File: src/hdl/rop_pkg.sv
`default_nettype none

package rop_pkg;

    // Reset value of the overlap threshold, in tenths.
    localparam logic [3:0] TENTHS_RESET = 4'd6;

    // Scale applied to the overlap area before it is compared with the thresholds.
    localparam logic [27:0] OVL_SCALE = 28'd10;

    // One incoming box word.
    typedef struct packed {
        logic [11:0]        box_x;
        logic [11:0]        box_y;
        logic [11:0]        box_w;
        logic [11:0]        box_h;
        logic signed [15:0] box_score;
        logic [15:0]        box_tag;
        logic               batch_end;
    } t_in;

    // One surviving box word.
    typedef struct packed {
        logic [11:0]        kept_x;
        logic [11:0]        kept_y;
        logic [11:0]        kept_w;
        logic [11:0]        kept_h;
        logic signed [15:0] kept_score;
        logic [15:0]        kept_tag;
        logic               kept_last;
    } t_out;

    // Geometry and score that a cell holds and compares.
    typedef struct packed {
        logic [11:0]        x;
        logic [11:0]        y;
        logic [11:0]        w;
        logic [11:0]        h;
        logic signed [15:0] score;
        logic [23:0]        area;
    } t_box;

    // The box under test, travelling down the chain one cell per cycle.
    typedef struct packed {
        logic valid;
        t_box box;
    } t_token;

    // Per-cell control from the sequencer.
    typedef struct packed {
        logic load;
        logic live;
        logic start;
        logic set_mark;
        logic clear;
    } t_cell_ctl;

endpackage

`default_nettype wire

File: src/hdl/rop_cell.sv
`default_nettype none

module rop_cell (
    input  wire logic              i_clk,
    input  wire logic              i_rst_n,
    input  wire rop_pkg::t_cell_ctl i_ctl,
    input  wire rop_pkg::t_box     i_load_box,
    input  wire logic [3:0]        i_tenths,
    input  wire rop_pkg::t_token   i_tok,
    output rop_pkg::t_token        o_tok,
    output logic                   o_mark,
    output logic                   o_lose,
    output logic                   o_sup
);
    import rop_pkg::*;

    t_box   r_own;
    t_token r_tok;
    logic   r_mark;
    logic   r_hit;
    logic [11:0] r_ww;
    logic [11:0] r_hh;

    logic [12:0] w_cx_t, w_cx_o, w_cy_t, w_cy_o;
    logic [12:0] w_dx, w_dy, w_sx, w_sy;
    logic [11:0] w_x0, w_y0;
    logic signed [13:0] w_x1_t, w_x1_o, w_y1_t, w_y1_o, w_x1, w_y1;
    logic signed [13:0] w_ww_s, w_hh_s;
    logic        w_near;
    logic        w_hit;
    logic [27:0] w_ov10, w_thr_o, w_thr_t;
    logic        w_big, w_eval, w_wins;

    // Keep the own box; written at most once per batch while loading.
    always_ff @(posedge i_clk) begin
        if (i_ctl.load) begin
            r_own <= i_load_box;
        end
    end

    // Centre distance test on integer-halved centres.
    assign w_cx_t = 13'(i_tok.box.x) + 13'(i_tok.box.w[11:1]);
    assign w_cx_o = 13'(r_own.x) + 13'(r_own.w[11:1]);
    assign w_cy_t = 13'(i_tok.box.y) + 13'(i_tok.box.h[11:1]);
    assign w_cy_o = 13'(r_own.y) + 13'(r_own.h[11:1]);
    assign w_dx   = (w_cx_t >= w_cx_o) ? w_cx_t - w_cx_o : w_cx_o - w_cx_t;
    assign w_dy   = (w_cy_t >= w_cy_o) ? w_cy_t - w_cy_o : w_cy_o - w_cy_t;
    assign w_sx   = 13'(i_tok.box.w[11:1]) + 13'(r_own.w[11:1]);
    assign w_sy   = 13'(i_tok.box.h[11:1]) + 13'(r_own.h[11:1]);
    assign w_near = (w_dx < w_sx) && (w_dy < w_sy);

    // Inclusive pixel intersection extents.
    assign w_x0   = (i_tok.box.x > r_own.x) ? i_tok.box.x : r_own.x;
    assign w_y0   = (i_tok.box.y > r_own.y) ? i_tok.box.y : r_own.y;
    assign w_x1_t = $signed({2'b00, i_tok.box.x}) + $signed({2'b00, i_tok.box.w}) - 14'sd1;
    assign w_x1_o = $signed({2'b00, r_own.x}) + $signed({2'b00, r_own.w}) - 14'sd1;
    assign w_y1_t = $signed({2'b00, i_tok.box.y}) + $signed({2'b00, i_tok.box.h}) - 14'sd1;
    assign w_y1_o = $signed({2'b00, r_own.y}) + $signed({2'b00, r_own.h}) - 14'sd1;
    assign w_x1   = (w_x1_t < w_x1_o) ? w_x1_t : w_x1_o;
    assign w_y1   = (w_y1_t < w_y1_o) ? w_y1_t : w_y1_o;
    assign w_ww_s = w_x1 - $signed({2'b00, w_x0}) + 14'sd1;
    assign w_hh_s = w_y1 - $signed({2'b00, w_y0}) + 14'sd1;
    assign w_hit  = i_tok.valid && w_near && (w_ww_s > 14'sd0) && (w_hh_s > 14'sd0);

    // First stage: take the token from the left neighbour, or start one from the own box.
    always_ff @(posedge i_clk) begin
        if (!i_rst_n) begin
            r_tok <= '0;
            r_hit <= 1'b0;
        end else if (i_ctl.start) begin
            r_tok <= '{valid: !r_mark, box: r_own};
            r_hit <= 1'b0;
        end else begin
            r_tok <= i_tok;
            r_hit <= w_hit;
        end
    end

    always_ff @(posedge i_clk) begin
        r_ww <= w_ww_s[11:0];
        r_hh <= w_hh_s[11:0];
    end

    // Second stage: area ratio test against both boxes and the score decision.
    assign w_ov10  = 28'(r_ww) * 28'(r_hh) * OVL_SCALE;
    assign w_thr_o = 28'(i_tenths) * 28'(r_own.area);
    assign w_thr_t = 28'(i_tenths) * 28'(r_tok.box.area);
    assign w_big   = (w_ov10 > w_thr_o) || (w_ov10 > w_thr_t);
    assign w_eval  = r_tok.valid && r_hit && i_ctl.live && !r_mark;
    assign w_wins  = r_tok.box.score > r_own.score;

    assign o_sup  = w_eval && w_big && w_wins;
    assign o_lose = w_eval && w_big && !w_wins;

    // Suppression mark of the own box.
    always_ff @(posedge i_clk) begin
        if (!i_rst_n || i_ctl.clear) begin
            r_mark <= 1'b0;
        end else if (i_ctl.set_mark || o_sup) begin
            r_mark <= 1'b1;
        end
    end

    assign o_tok  = r_tok;
    assign o_mark = r_mark;

endmodule

`default_nettype wire

File: config.mk
export PLATFORM = sky130hd
export DESIGN_NAME = rop_cell
export DESIGN_NICKNAME = d
export VERILOG_FILES = /design/src/hdl/rop_pkg.sv /design/src/hdl/rop_cell.sv
export SDC_FILE = /design/constraint.sdc
export NUM_CORES = 2
export LEC_CHECK = 0
export BUFFER_PORTS_ARGS = -buffer_cell sky130_fd_sc_hd__buf_2
export CAP_MARGIN = 10
export CORE_MARGIN = 10
export CORE_UTILIZATION = 40
export CTS_BUF_LIST = sky130_fd_sc_hd__clkbuf_16
export CTS_CLUSTER_DIAMETER = 150
export DETAILED_ROUTE_END_ITERATION = 8
export GPL_ROUTABILITY_DRIVEN = 0
export PLACE_DENSITY = 0.56
export SLEW_MARGIN = 20
export SYNTH_ARGS = -nofsm -noshare
export SYNTH_HDL_FRONTEND = slang
export SYNTH_SLANG_ARGS = --single-unit
File: constraint.sdc
create_clock -name i_clk -period 21.8 [get_ports i_clk]
set_input_delay 4.36 -clock i_clk [delete_from_list [all_inputs] [get_ports i_clk]]
set_output_delay 4.36 -clock i_clk [all_outputs]
set_load 0.01 [all_outputs]
After elaboration in Yosys (flattened, before gate mapping)
Cells that the tools add are included.
{"block": "word_totals", "output_inout_bits": 92, "ff_bits": 203, "in_bits": 188, "elab_cells": 81}
{"block": "op_classes", "add_sub_neg": 22, "mux": 7, "n_reduce_logical": 17, "order_cmp": 13, "multipliers": 4, "bitwise_logic": 1}
{"op": "$mux 89", "n": 1}
{"op": "$gt 28x28->1", "n": 2}
{"op": "$mul 4x24->28", "n": 2}
{"op": "$sub 13x1->14 const B", "n": 4}
{"op": "$add 12x11->13", "n": 4}
{"op": "$add 12x12->13", "n": 4}
{"op": "$sub 13x13->13", "n": 4}
{"op": "$add 14x2->14 const B", "n": 2}
{"op": "$gt 14x1->1 const B", "n": 2}
{"op": "$lt 14x14->1", "n": 2}
{"op": "$mux 14", "n": 2}
{"op": "$sub 14x13->14", "n": 2}
{"op": "$mul 24x3->27 const B", "n": 1}
{"op": "$ge 13x13->1", "n": 2}
{"op": "$lt 13x12->1", "n": 2}
{"op": "$mux 13", "n": 2}
{"op": "$add 11x11->12", "n": 2}
{"op": "$gt 12x12->1", "n": 2}
{"op": "$mul 12x12->24", "n": 1}
{"op": "$mux 12", "n": 2}
{"op": "$gt 16x16->1", "n": 1}
{"op": "$logic_and 1x1->1", "n": 10}
{"op": "$logic_not 1->1", "n": 3}
{"op": "$logic_or 1x1->1", "n": 3}
{"op": "2 further kinds", "n": 2}

Depth between registers and ports, before layout
{"block": "logic_depth", "ltp_word": 9, "mapped_depth": 39, "depth_no_buf": 38}

Worst setup path after synthesis
No wires, ideal clock.
{"block": "synth_path", "kind": "input -> output", "from": "input port i_tenths[3]", "to": "output port o_sup", "arrival_ns": 9.299, "stages": 24, "setup_slack_ns": 8.141, "required_time_ns": 17.440, "path_cell_list": "clkbuf_1 -> clkbuf_1 -> nand2_1 -> fa_1 -> inv_1 -> fa_1 -> ha_1 -> a21o_1 -> a21oi_1 -> o221a_2 -> nand2_1 -> and2_1 -> a21o_1 -> a21o_1 -> a21oi_1 -> xor2_1 -> ha_1 -> a21o_1 -> a21o_1 -> a21oi_1 -> o21a_1 -> o31ai_1 -> o311ai_1 -> nand2_1"}
{"block": "synth_between", "elab_chain_len": 5, "word_cells_on_any_way": 7, "classes_between": "mul: 2; order compare: 2; reduce/logical: 3"}
{"element": "from (decl)", "line_no": "rop_cell.sv:8", "source": "input wire logic [3:0] i_tenths,"}
{"element": "$mul 4x24->28, on equally long branches", "line_no": "rop_cell.sv:86, rop_cell.sv:87"}
{"element": "$gt 28x28->1", "line_no": "rop_cell.sv:88", "source": "assign w_big = (w_ov10 > w_thr_o) || (w_ov10 > w_thr_t);"}
{"element": "$logic_or 1x1->1 *", "line_no": "rop_cell.sv:88"}
{"element": "$logic_and 1x1->1 * (2 in a row)", "line_no": "rop_cell.sv:92", "source": "assign o_sup = w_eval && w_big && w_wins;"}
{"element": "to (decl)", "line_no": "rop_cell.sv:13", "source": "output logic o_sup"}
Every way passes the cells marked *; elsewhere a longest branch is shown, timed or not.

Worst setup path after layout
{"block": "layout_path", "from": "input port i_tenths[2]", "to": "output port o_sup"}
The elaborated chain is that of the path after synthesis.

==> qor.txt <==
Status = complete, no violations
Worst setup SP type = primary input
Hold-fix buffers, CTS = 0
Netlist cell types = 85
Max Cap Viol = 0
Setup CP Type = in2out
Worst Path Required = 17440 ps
Post-CTS Setup Inserts = 0
Die span in x = 297 µm
DR pass1 iterations = 5
Mapped Area = 0.0307 mm²
Die ar. = 0.0883 mm²
Port bufs = 279
Avg Synthesized Cell Area = 8.49 µm²
First-pass GRT wire length = 134 mm
Fillers = 7751
Pre-CTS WS = 7040 ps
RSZ-0062 raised after global routing = no
Number of I/O pins = 280
DRT iter0 DRCs = 1061
Slew Viols, Final = 0
Crit path DAT = 10450 ps
Htree depth = 1
Initial antenna violation count = 3
Placed Area = 0.0332 mm²
Fin Hold WS = 520 ps
Vias in the first global route = 25.2k
Largest net degree at the start of global routing = 56
Commonest non-fill, non-tap cell in the layout = inv_1
Fin crit share = 67.9%
Finish-stage setup viols = 0
Layout cell share with drive strength beyond 1 = 9.59%
Max_slew headroom = 36.6%
Clock root buffer = clkbuf_16
Hold WC Path Type = reg2reg
Warnings from Yosys = 0
Via/cell ratio = 5.03
Final worst clock skew = 16.9 ps
Worst-Skew Late Latency = 600 ps
Hold Fails Final Rpt = 0
Starting Density = 40.4%
GRT Resource Usage Total = 18.3%
Critical Path End Type = primary output
Minimum clock period = 14810 ps
# DRC = 0
Crit path max fanout = 48
Area growth from synthesis to layout = 10.8%
Row Count = 101
Asr flop ratio synth = 0%
Via count = 24.7k
Sink Count = 203
TritonCTS Buffers = 27
Clock transition at the registers of the reported paths = 60 ps
Post-Synthesis Cells = 3621
Worst-Margin Slew = 951 ps
Post-synth top area cell = ha_1
Synth area leaders = ha_1, fa_1, edfxtp_1
TritonCTS clock tree = built
Top cell type's share of synthesized area = 22.8%
Mapped Nets = 4575
Setup ws final = 6990 ps
DRT Wirelength = 82.4 mm
Grt ovf = 0
DRT antenna net count = 0
Number of synthesized flops with an enable pin = 88
Core footprint = 0.0761 mm²
Finished Cell Area = 0.0340 mm²
Detailed placer's ending HPWL = 69.0 mm
Sum Neg Setup Slack = 0 ps
Synth Flop Type = dfxtp_1
Max Freq = 0.0675 GHz
Clock buffer depth = 3
WL per Instance = 16.8 µm
Synth Register Bits = 203
Post_cts resized = 0
Most frequent cells in the layout = inv_1, ha_1, nand2_1, buf_2, a21oi_1
Register area share after synthesis = 16.1%
Die height = 297 µm
Nets = 4811
[logic make-up after synthesis]
kind of cell / Yosys count / share of synthesized area, %
buffers and inverters: 688 / 8.41
AOI/OAI and AO/OA: 713 / 15.0
adders and majority gates: 766 / 36.2
and+or+nand+nor: 911 / 13.9
xor gates and xnor gates: 221 / 6.45
DFF: 203 / 16.1
muxes: 119 / 3.92
[sequential cells by signal, indices dropped and copies added, names as in the netlist]
register / cells
r_hit: 1
r_own: 88
o_tok: 89
r_hh: 12
o_mark: 1
r_ww: 12
[critical path, cell delays in order]
cell       delay (ps)
buf_2             700
nand2_1           160
fa_1              550
inv_1              50
fa_1              480
ha_1              360
nor2b_1           150
o21ai_0           200
a21boi_1          120
o211ai_1          210
a21oi_1           140
o221ai_1          290
o21ai_0           190
o41ai_1           540
o2111ai_1         210
a21oi_1           200
xor2_1            180
ha_1              280
a21oi_1           170
a311oi_2           60
o311ai_1          460
nand2_1           180
buf_2             180
[cell type report]
class / count / area [µm²] / area share, %
sequential: 203 / 4940 / 14.5
inverter: 606 / 2280 / 6.69
antenna: 1 / 2.50 / 0.00735
tap: 1030 / 1290 / 3.79
timing repair buffer: 289 / 1480 / 4.35
multi-input combinational: 2730 / 23200 / 68.2
clock buffer: 27 / 676 / 1.98
clock inverter: 23 / 161 / 0.474
[Yosys cell counts (all sizes together) (5+ instances only)]
cell / n
nor2: 228
clkbuf: 69
o21bai: 50
and4: 6
o21a: 41
o2111ai: 9
and3: 19
a211oi: 19
nor3: 37
edfxtp: 88
mux2i: 108
o21ai: 126
a21oi: 251
mux2: 11
xnor2: 147
nand4: 28
nand3: 28
nand2b: 30
and2: 126
o211ai: 12
buf: 13
o22ai: 7
ha: 561
nor2b: 45
xor2: 73
o31ai: 9
a211o: 8
a21o: 101
inv: 606
a31oi: 11
fa: 205
dfxtp: 115
or3: 17
or4: 5
a21boi: 20
o41ai: 7
nand2: 327
[routing by layer]
layer | global-route usage, % | vias to the layer above | part of all wire [%]
li1 | - | 12600 | -
met1 | 24.2 | 11700 | 47
met2 | 32.1 | 325 | 48
met3 | 1.86 | 82 | 2.9
met4 | 3.68 | 6 | 2.0
met5 | 0 | - | 0.042
[final timing paths]
path | slack, ps | startpoint | cells past startpoint | endpoint
min reg2reg | 520 | r_own[35] | 2 | o_tok[35]
max reg2reg | 12920 | r_hh[3] | 32 | o_mark
max | 6990 | i_tenths[2] | 23 | o_sup
min | 520 | r_own[35] | 2 | o_tok[35]
[metrics by stage]
step                      cells  util (%)
after CTS                  4908      44.7
after floorplan            3621         -
final                      4909      44.7
after global routing       4908      44.7
after global placement     4858      43.6
after detailed placement   4858      43.6
Power is left out: the tool's default activity adds up to more than one toggle a clock period on the data nets, which glitch-free logic cannot reach.
